File: src/design/mccs_pkg.sv
package mccs_pkg;

   // Fixed field widths
   localparam int PIX_W  = 8;
   localparam int GAIN_W = 10;
   localparam int MEAN_W = 16;
   localparam int FRAC_W = 8;
   localparam int LANES  = 3;

   // Apply arithmetic widths: diff is signed Q8, the product and value are signed Q16
   localparam int DIFF_W = MEAN_W + 2;
   localparam int PROD_W = DIFF_W + GAIN_W + 1;
   localparam int VAL_W  = PROD_W + 1;

   localparam logic [GAIN_W-1:0] GAIN_RESET = GAIN_W'(320);

   // Request codes
   localparam logic REQ_ACCUM = 1'b0;
   localparam logic REQ_APPLY = 1'b1;

   // Lane order
   localparam int LANE_BLUE  = 0;
   localparam int LANE_GREEN = 1;
   localparam int LANE_RED   = 2;

   typedef enum logic [1:0] {
      ST_IDLE,
      ST_DIVIDE,
      ST_FINISH
   } mccs_state_type;

   typedef struct packed {
      logic acc_en;
      logic div_load;
      logic div_step;
      logic div_finish;
      logic adv;
   } mccs_cmd_type;

endpackage

File: src/design/mean_centered_contrast_stretch_core.sv
// Apply beat: result via multiply and clamp registers; one pixel per cycle, stalls on rsp_stall.
// Accumulate beat: one pixel per cycle, no result; stalls on rsp_stall too.
// A frame_end accumulate beat stalls the request side until the means are written:
// a restoring divider produces one quotient bit per cycle for all three channels at once.
// Synchronous active-high reset clears sums, tally and means to zero and sets gain to 1.25.
module mean_centered_contrast_stretch_core
   import mccs_pkg::*;
#(
   parameter int PIXEL_COUNT_BITS = 22
) (
   input  logic              clock,
   input  logic              reset,
   input  logic              req_valid,
   output logic              req_stall,
   input  logic              req_type,
   input  logic [PIX_W-1:0]  req_pixel_blue,
   input  logic [PIX_W-1:0]  req_pixel_green,
   input  logic [PIX_W-1:0]  req_pixel_red,
   input  logic              req_frame_end,
   output logic              rsp_valid,
   input  logic              rsp_stall,
   output logic [PIX_W-1:0]  rsp_out_blue,
   output logic [PIX_W-1:0]  rsp_out_green,
   output logic [PIX_W-1:0]  rsp_out_red,
   output logic              rsp_clipped,
   input  logic              csr_valid,
   output logic              csr_ready,
   input  logic [GAIN_W-1:0] csr_contrast_gain
);

   mccs_cmd_type cmd;
   logic         busy;

   assign csr_ready = 1'b1;

   mccs_ctrl #(
      .PIXEL_COUNT_BITS(PIXEL_COUNT_BITS)
   ) u_ctrl (
      .clock         (clock),
      .reset         (reset),
      .req_valid     (req_valid),
      .req_type      (req_type),
      .req_frame_end (req_frame_end),
      .rsp_stall     (rsp_stall),
      .req_stall     (req_stall),
      .rsp_valid     (rsp_valid),
      .busy          (busy),
      .cmd           (cmd)
   );

   mccs_dpath #(
      .PIXEL_COUNT_BITS(PIXEL_COUNT_BITS)
   ) u_dpath (
      .clock       (clock),
      .reset       (reset),
      .cmd         (cmd),
      .gain_wr     (csr_valid && csr_ready),
      .gain_data   (csr_contrast_gain),
      .pixel_blue  (req_pixel_blue),
      .pixel_green (req_pixel_green),
      .pixel_red   (req_pixel_red),
      .out_blue    (rsp_out_blue),
      .out_green   (rsp_out_green),
      .out_red     (rsp_out_red),
      .clipped     (rsp_clipped)
   );

   // no beat is taken while the means are being computed
   a_busy_stalls: assert property (@(posedge clock) disable iff (reset)
      busy |-> req_stall)
      else $error("request accepted during mean computation");

   // a frame end beat starts the divider
   a_frame_end_starts: assert property (@(posedge clock) disable iff (reset)
      (req_valid && !req_stall && (req_type == REQ_ACCUM) && req_frame_end) |=> busy)
      else $error("frame end did not start mean computation");

   // a waiting result freezes the whole apply pipeline
   a_output_backpressure: assert property (@(posedge clock) disable iff (reset)
      (rsp_valid && rsp_stall) |-> req_stall)
      else $error("request accepted while output beat waits");

endmodule

File: src/design/mccs_ctrl.sv
module mccs_ctrl
   import mccs_pkg::*;
#(
   parameter int PIXEL_COUNT_BITS = 22
) (
   input  logic         clock,
   input  logic         reset,
   input  logic         req_valid,
   input  logic         req_type,
   input  logic         req_frame_end,
   input  logic         rsp_stall,
   output logic         req_stall,
   output logic         rsp_valid,
   output logic         busy,
   output mccs_cmd_type cmd
);

   localparam int DIV_STEPS = PIXEL_COUNT_BITS + 8 + FRAC_W;
   localparam int CNT_W     = $clog2(DIV_STEPS);

   mccs_state_type   state_ff, state_in;
   logic [CNT_W-1:0] cnt_ff, cnt_in;
   logic             s1_valid_ff, s1_valid_in;
   logic             rsp_valid_ff, rsp_valid_in;
   logic             adv;
   logic             accept;

   // State and pipeline valid registers
   always_ff @(posedge clock) begin
      if (reset) begin
         state_ff     <= ST_IDLE;
         cnt_ff       <= '0;
         s1_valid_ff  <= 1'b0;
         rsp_valid_ff <= 1'b0;
      end else begin
         state_ff     <= state_in;
         cnt_ff       <= cnt_in;
         s1_valid_ff  <= s1_valid_in;
         rsp_valid_ff <= rsp_valid_in;
      end
   end

   // Next state, handshake and datapath commands
   always_comb begin
      adv       = !(rsp_valid_ff && rsp_stall);
      req_stall = (state_ff != ST_IDLE) || !adv;
      accept    = req_valid && !req_stall;

      cmd.adv        = adv;
      cmd.acc_en     = accept && (req_type == REQ_ACCUM);
      cmd.div_load   = accept && (req_type == REQ_ACCUM) && req_frame_end;
      cmd.div_step   = (state_ff == ST_DIVIDE);
      cmd.div_finish = (state_ff == ST_FINISH);

      // advance the apply pipeline as one unit, hold it while the output beat waits
      s1_valid_in  = adv ? (accept && (req_type == REQ_APPLY)) : s1_valid_ff;
      rsp_valid_in = adv ? s1_valid_ff : rsp_valid_ff;

      state_in = state_ff;
      cnt_in   = cnt_ff;
      unique case (state_ff)
         ST_IDLE: begin
            cnt_in = '0;
            if (cmd.div_load) begin
               state_in = ST_DIVIDE;
            end
         end
         ST_DIVIDE: begin
            cnt_in = cnt_ff + CNT_W'(1);
            if (cnt_ff == CNT_W'(DIV_STEPS - 1)) begin
               state_in = ST_FINISH;
            end
         end
         ST_FINISH: begin
            state_in = ST_IDLE;
         end
         default: begin
            state_in = ST_IDLE;
         end
      endcase
   end

   assign rsp_valid = rsp_valid_ff;
   assign busy      = (state_ff != ST_IDLE);

endmodule

File: src/design/mccs_dpath.sv
module mccs_dpath
   import mccs_pkg::*;
#(
   parameter int PIXEL_COUNT_BITS = 22
) (
   input  logic              clock,
   input  logic              reset,
   input  mccs_cmd_type      cmd,
   input  logic              gain_wr,
   input  logic [GAIN_W-1:0] gain_data,
   input  logic [PIX_W-1:0]  pixel_blue,
   input  logic [PIX_W-1:0]  pixel_green,
   input  logic [PIX_W-1:0]  pixel_red,
   output logic [PIX_W-1:0]  out_blue,
   output logic [PIX_W-1:0]  out_green,
   output logic [PIX_W-1:0]  out_red,
   output logic              clipped
);

   localparam int SUM_W = PIXEL_COUNT_BITS + PIX_W;
   localparam int TAL_W = PIXEL_COUNT_BITS + 1;
   localparam int QUO_W = SUM_W + FRAC_W;
   localparam int TRY_W = TAL_W + 1;

   localparam logic signed [VAL_W-1:0] LOW_LIMIT = -(VAL_W'(1) << 16);

   logic [GAIN_W-1:0] gain_ff;
   logic [SUM_W-1:0]  sum_ff   [LANES];
   logic [TAL_W-1:0]  tally_ff;
   logic [MEAN_W-1:0] mean_ff  [LANES];
   logic [QUO_W-1:0]  quo_ff   [LANES];
   logic [TAL_W-1:0]  rem_ff   [LANES];
   logic [TAL_W-1:0]  divisor_ff;

   logic signed [VAL_W-1:0] val_ff [LANES];
   logic [PIX_W-1:0]        chan_ff [LANES];
   logic                    clip_ff;

   logic [PIX_W-1:0]        pix       [LANES];
   logic [SUM_W:0]          sum_wide  [LANES];
   logic [SUM_W-1:0]        sum_sat   [LANES];
   logic [TAL_W:0]          tally_wide;
   logic [TAL_W-1:0]        tally_sat;
   logic [TRY_W-1:0]        trial     [LANES];
   logic [TRY_W-1:0]        trial_sub [LANES];
   logic                    q_bit     [LANES];
   logic signed [DIFF_W-1:0] diff     [LANES];
   logic signed [PROD_W-1:0] prod     [LANES];
   logic signed [VAL_W-1:0]  val      [LANES];
   logic [PIX_W-1:0]        chan      [LANES];
   logic [LANES-1:0]        clip_lane;

   assign pix[LANE_BLUE]  = pixel_blue;
   assign pix[LANE_GREEN] = pixel_green;
   assign pix[LANE_RED]   = pixel_red;

   // Saturating sums, divider trial subtract and apply arithmetic per lane
   always_comb begin
      tally_wide = {1'b0, tally_ff} + (TAL_W + 1)'(1);
      tally_sat  = tally_wide[TAL_W] ? {TAL_W{1'b1}} : tally_wide[TAL_W-1:0];
      for (int i = 0; i < LANES; i++) begin
         sum_wide[i] = {1'b0, sum_ff[i]} + (SUM_W + 1)'(pix[i]);
         sum_sat[i]  = sum_wide[i][SUM_W] ? {SUM_W{1'b1}} : sum_wide[i][SUM_W-1:0];

         trial[i]     = {rem_ff[i], quo_ff[i][QUO_W-1]};
         trial_sub[i] = trial[i] - {1'b0, divisor_ff};
         q_bit[i]     = (trial[i] >= {1'b0, divisor_ff});

         diff[i] = $signed({2'b00, mean_ff[i]}) - $signed({2'b00, pix[i], {FRAC_W{1'b0}}});
         prod[i] = diff[i] * $signed({1'b0, gain_ff});
         val[i]  = $signed({{(VAL_W - MEAN_W - FRAC_W){1'b0}}, mean_ff[i], {FRAC_W{1'b0}}})
                   - VAL_W'(prod[i]);

         // truncate toward zero, then clamp: values in (-1, 0) give zero without a flag
         if (val_ff[i][VAL_W-1]) begin
            chan[i]      = '0;
            clip_lane[i] = (val_ff[i] <= LOW_LIMIT);
         end else if (|val_ff[i][VAL_W-2:24]) begin
            chan[i]      = {PIX_W{1'b1}};
            clip_lane[i] = 1'b1;
         end else begin
            chan[i]      = val_ff[i][23:16];
            clip_lane[i] = 1'b0;
         end
      end
   end

   // Gain register, statistics and means
   always_ff @(posedge clock) begin
      if (reset) begin
         gain_ff  <= GAIN_RESET;
         tally_ff <= '0;
         for (int i = 0; i < LANES; i++) begin
            sum_ff[i]  <= '0;
            mean_ff[i] <= '0;
         end
      end else begin
         if (gain_wr) begin
            gain_ff <= gain_data;
         end
         if (cmd.acc_en) begin
            tally_ff <= cmd.div_load ? '0 : tally_sat;
            for (int i = 0; i < LANES; i++) begin
               sum_ff[i] <= cmd.div_load ? '0 : sum_sat[i];
            end
         end
         if (cmd.div_finish) begin
            for (int i = 0; i < LANES; i++) begin
               mean_ff[i] <= (|quo_ff[i][QUO_W-1:MEAN_W]) ? {MEAN_W{1'b1}}
                                                          : quo_ff[i][MEAN_W-1:0];
            end
         end
      end
   end

   // Restoring divider, one quotient bit per lane per step
   always_ff @(posedge clock) begin
      if (cmd.div_load) begin
         divisor_ff <= tally_sat;
         for (int i = 0; i < LANES; i++) begin
            quo_ff[i] <= {sum_sat[i], {FRAC_W{1'b0}}};
            rem_ff[i] <= '0;
         end
      end else if (cmd.div_step) begin
         for (int i = 0; i < LANES; i++) begin
            quo_ff[i] <= {quo_ff[i][QUO_W-2:0], q_bit[i]};
            rem_ff[i] <= q_bit[i] ? trial_sub[i][TAL_W-1:0] : trial[i][TAL_W-1:0];
         end
      end
   end

   // Apply pipeline: multiply stage, then clamp into the output beat
   always_ff @(posedge clock) begin
      if (cmd.adv) begin
         for (int i = 0; i < LANES; i++) begin
            val_ff[i]  <= val[i];
            chan_ff[i] <= chan[i];
         end
         clip_ff <= |clip_lane;
      end
   end

   assign out_blue  = chan_ff[LANE_BLUE];
   assign out_green = chan_ff[LANE_GREEN];
   assign out_red   = chan_ff[LANE_RED];
   assign clipped   = clip_ff;

endmodule
File: config.mk
export PLATFORM = sky130hd
export DESIGN_NAME = mean_centered_contrast_stretch_core
export DESIGN_NICKNAME = d
export VERILOG_FILES = /design/src/design/mccs_pkg.sv /design/src/design/mean_centered_contrast_stretch_core.sv /design/src/design/mccs_ctrl.sv /design/src/design/mccs_dpath.sv
export SDC_FILE = /design/constraint.sdc
export NUM_CORES = 2
export LEC_CHECK = 0
export BUFFER_PORTS_ARGS = -buffer_cell sky130_fd_sc_hd__clkbuf_2
export CORE_UTILIZATION = 65
export DETAILED_ROUTE_END_ITERATION = 12
export GPL_TIMING_DRIVEN = 0
export PLACE_DENSITY = 0.92
export SYNTH_ARGS = -nofsm -noshare
export SYNTH_HDL_FRONTEND = slang
export SYNTH_SLANG_ARGS = --single-unit
File: constraint.sdc
create_clock -name clock -period 13.25 [get_ports clock]
set_input_delay 1.325 -clock clock [delete_from_list [all_inputs] [get_ports clock]]
set_output_delay 1.325 -clock clock [all_outputs]
set_load 0.005 [all_outputs]
# == Word level (Yosys, flattened, before mapping) ==
# Memories as Yosys holds them, arrays and structs flattened.
# Index checks and enable logic that the tools add are counted.
# op_classes
reduce_logical,18
n_bitwise,13
muxes,56
n_addsub,14
n_mul,3
magnitude_cmp,6
eq_ne,5
# ops
op,count
two-way mux 30 bit,9
two-way mux 23 bit,8
two-way mux 38 bit,3
two-way mux 16 bit,6
adder 30 x 8 -> 31 bit,3
<= comparator 30 x 17 -> 1 bit (second input constant),3
subtractor 25 x 29 -> 30 bit,3
multiplier 17 x 11 -> 28 bit,3
>= comparator 24 x 23 -> 1 bit,3
subtractor 23 bit,3
OR reduction 22 bit,3
subtractor 16 x 16 -> 17 bit,3
two-way mux 8 bit,6
adder 23 x 1 -> 24 bit (second input constant),1
two-way mux 1 bit,20
OR reduction 5 bit,3
bitwise OR 1 bit,12
case mux 6 bit (2 select lines),1
adder 6 x 1 -> 6 bit (second input constant),1
equality test 6 bit (second input constant),1
logical AND 1 bit,5
two-way mux 2 bit,2
!= test 2 x 1 -> 1 bit (second input constant),2
case mux 2 bit (2 select lines),1
9 further kinds,10
# word_totals
ram_bits,435
inputBits,41
ff_bits,67
n_memories,6
elab_cells,129
output_inout_bits,28
# mem_list
memory,depth,width,read_ports,rd_ports_with_merged_regs,wr,line_no,rtl
u_dpath.quo_ff,3,38,3,0,3,mccs_dpath.sv:31,logic [QUO_W-1:0] quo_ff [LANES];
u_dpath.sum_ff,3,30,3,0,3,mccs_dpath.sv:28,logic [SUM_W-1:0] sum_ff [LANES];
u_dpath.val_ff,3,30,3,0,3,mccs_dpath.sv:35,logic signed [VAL_W-1:0] val_ff [LANES];
u_dpath.rem_ff,3,23,3,0,3,mccs_dpath.sv:32,logic [TAL_W-1:0] rem_ff [LANES];
u_dpath.mean_ff,3,16,3,0,3,mccs_dpath.sv:30,logic [MEAN_W-1:0] mean_ff [LANES];
u_dpath.chan_ff,3,8,3,0,3,mccs_dpath.sv:36,logic [PIX_W-1:0] chan_ff [LANES];

# == Depth between registers and ports, before layout ==
# logic_depth
word_depth,9
mapped_depth,37
ltp_nobuf,36

# == Modules after synthesis ==
# From an unflattened synthesis, not the netlist that was laid out.
# unflattened
cells_unflattened,4920
area_unflattened_um2,47843.4
# by_module_without_submodules
module,area_each_um2,cells_each,n_inst,seq_area_each_um2
mccs_dpath,47329.1,4861,1,14353.8
mccs_ctrl,503.0,57,1,200.2
mean_centered_contrast_stretch_core,11.3,2,1,0.0

# == Worst setup path before layout ==
# OpenSTA, ideal clock, no wires.
# synth_path
path_type,input port to flip-flop
from,input req_pixel_blue[1]
to,memory u_dpath.val_ff[0][27] (netlist bit) (data pin)
required_time_ps,12984
path_buffers,0
setup_ps,266
t_arrival_ps,8514
setup_slack_ps,4470
path_stages,32
cell_sequence,inv_1 -> ha_1 -> nor2b_1 -> o21ai_0 -> nand2b_1 -> a21o_1 -> a21o_1 -> xor2_1 -> nand2_1 -> fa_1 -> inv_1 -> fa_1 -> fa_1 -> fa_1 -> inv_1 -> fa_1 -> inv_1 -> ha_1 -> a211o_1 -> a21oi_1 -> a31oi_1 -> a31o_1 -> a21o_1 -> a21oi_1 -> xor2_1 -> ha_1 -> a21o_1 -> a21o_1 -> a21o_1 -> a221oi_1 -> nor3_1 -> xor2_1
# synth_lines
item,line_no,rtl
start: declaration,mean_centered_contrast_stretch_core.sv:16,"input logic [PIX_W-1:0] req_pixel_blue,"
end: declaration,mccs_dpath.sv:35,

==> impl_metrics.ini <==
[yosys]
synth-main-ff-cell = edfxtp_1
yosysMostFrequentCell = inv_1
synth_top_area_frac = 0.283
synth_area_leaders = edfxtp_1 28%, fa_1 19%, ha_1 9.3%
ys_seq_elements = 502
yosysSeqAreaShare = 0.301
yosys_warnings = 0
yosysTopAreaCell = edfxtp_1
syn_area_um2 = 48700
synth_commonest_cells = 755 x inv_1, 485 x nand2_1, 468 x fa_1
ys_types = 94
synth.net_count = 5957
synth_edf_count = 459
synth_cells = 5088
avgSynthCellArea_um2 = 9.57
async_flop_share = 0

[drt]
finalWirelength_mm = 130
vias = 39000
avgViaCountPerCell = 6.26
antenna_left = 0
drtIter0Drc = 4144
wl_per_cell_um = 20.9
met1_length_mm = 47.8
wl_met2_mm = 59.7
wl_met3_mm = 14.7
routed.top_layer = met5
dr.pass1.iters = 8
post-route-drc-count = 0

[timing]
setup_violations = 0
skew_ps = 23.1
setup-tns-final_ps = 0
clock.fmax_mhz = 102
rsz0062_at_grt = no
finalHoldViolations = 0
period_minus_slack_ps = 9760
drv_slew = 0
slew_headroom = 0.0293
period_share = 0.737
worst_slew_pin_slew_ps = 1450

[critical_path]
r2r_cells = 34
slowest_stage = a21oi_1
required_ps = 13650
slowest_delay_ps = 700
cp-end-kind = flip-flop
crit_fanout = 10
cp_common_cell = fa_1
arrival_ps = 10160
critPathLaunchType = primary input
crit_type = in2reg

[clocking]
clk_latency_ps = 660
cts_tree = done
cts_resized = 0
cts_sinks = 502
cts_buffers = 55
postCtsSetupRepairBufs = 0
postCtsHoldBufs = 0
path_clk_slew_ps = 60
cts-root-buf = clkbuf_16
clockBufferDepth = 3
htree_levels = 2

[floorplan]
fp-row-count = 99
io-pin-count = 69
start_util = 0.662
dieArea_um2 = 76000
die_width_um = 276
core_um2 = 73600
die_h_um = 276

[finish]
nets = 6086
drive_gt1_frac = 0.0422
multi_input_area_um2 = 30500
fill_cells = 4973
areaGrowthSynthToFinish_pct = 7.44
diodes = 0
fin_area_um2 = 52300
seq_area_um2 = 14600

[global_route]
antenna_found_initial = 3
grt_pass1_wl_mm = 208
grt_pass1_vias = 39900
grt_max_degree = 76
grt.overflow.total = 0
grt_usage = 0.350

[placement]
io_buffer_count = 67
finalWeightedCongestion = 0.966
hpwl_mm = 98.8
dpl_cell_area_um2 = 50400

[status]
outcome = finished clean

[power]
max-vdd-ir-drop_mv = 0.248
power.density_nw_per_um2 = 212
p_leak_nw = 23.1
power_mw = 11.1

[hold_path]
whs_path_depth = 2
hp-class = reg2reg

[job]
cap_violations = 0
per-layer routing:
metal,up-vias,track usage
li1,17300,-
met1,18800,0.439
met2,2275,0.558
met3,554,0.0870
met4,6,0.196
met5,-,0
logic make-up after synthesis:
group / share of synthesized area
AO/OA/AOI/OAI: 0.125
buffers and inverters: 0.0728
XOR/XNOR: 0.0489
other: 0.0000770
adder cells (fa/ha/maj): 0.285
AND/OR/NAND/NOR: 0.159
flip-flops: 0.301
multiplexers: 0.00810
final timing paths:
path	start	end	slack, ps
worst max-delay path	req_pixel_red[2]	u_dpath.val_ff[0][89]	3490
worst min-delay path	u_ctrl.s1_valid_ff	u_ctrl.rsp_valid	480
worst max register to register	u_dpath.mean_ff[0][40]	u_dpath.val_ff[0][89]	3750
worst min register to register	u_ctrl.s1_valid_ff	u_ctrl.rsp_valid	480
state kept, by name (all words and copies together), names as in the netlist:
signal and cells:
u_dpath.mean_ff 48, u_dpath.rem_ff 69, u_dpath.quo_ff 114, u_dpath.clipped 1
u_dpath.sum_ff 90, u_ctrl.s1_valid_ff 1, u_ctrl.cnt_ff 6, u_ctrl.rsp_valid 1
u_dpath.gain_ff 10, u_dpath.chan_ff 24, u_ctrl.state_ff 2, u_dpath.val_ff 90
u_dpath.tally_ff 23, u_dpath.divisor_ff 23
cell usage in the layout, fill, tap and decap left out, types with 33 or more instances in the layout:
cell type and count:
edfxtp_1 459, ha_1 360, a31oi_1 45, nand2_1 483, fa_1 468, mux2i_1 36
clkbuf_16 55, nor4_1 40, dfxtp_1 43, or3_1 33, o21ai_0 125, o21a_1 104
nor2_1 325, a211oi_1 34, a21o_1 83, clkbuf_1 150, xnor2_1 184, a21oi_1 291
and3_1 37, o21ai_1 51, inv_1 754, nand3_1 86, clkbuf_2 67, nand2b_1 75
xor2_1 88, and2_1 261, nor3_1 67, nor2b_1 53, nand4_1 44
where the power goes:
group / internal [mW] / leakage (nW) / switching, mW
clock network: 0.950 / 0.939 / 0.716
logic: 2.92 / 17.2 / 4.07
registers: 2.29 / 4.96 / 0.119
cell type report:
type                    count  area share
multi-input cells        3652       0.583
flip-flops and latches    502       0.280
inverters                 759      0.0545
clock buffers              67      0.0278
well taps                 959      0.0229
plain buffers             175      0.0133
clock inverters            37     0.00931
repair buffers             72     0.00890
metrics by stage:
step | setup slack, ps | hold slack, ps | utilization | cells
finish | 3490 | 482 | 0.711 | 6223
CTS | 3630 | 494 | 0.711 | 6223
detailed placement | 3010 | 486 | 0.684 | 6119
global route | 3120 | 540 | 0.711 | 6223
global placement | 3180 | 446 | 0.682 | 6114
floorplan | 4470 | 437 | - | 5088
worst max-delay path, delay by kind of cell:
family / cells / cell delay [ps]
AOI/OAI and AO/OA: 10 / 2520
xor gates and xnor gates: 1 / 170
adders and majority gates: 8 / 3770
and+or+nand+nor: 9 / 1630
buffers and inverters: 6 / 730
(Power assumes the default switching activity.)
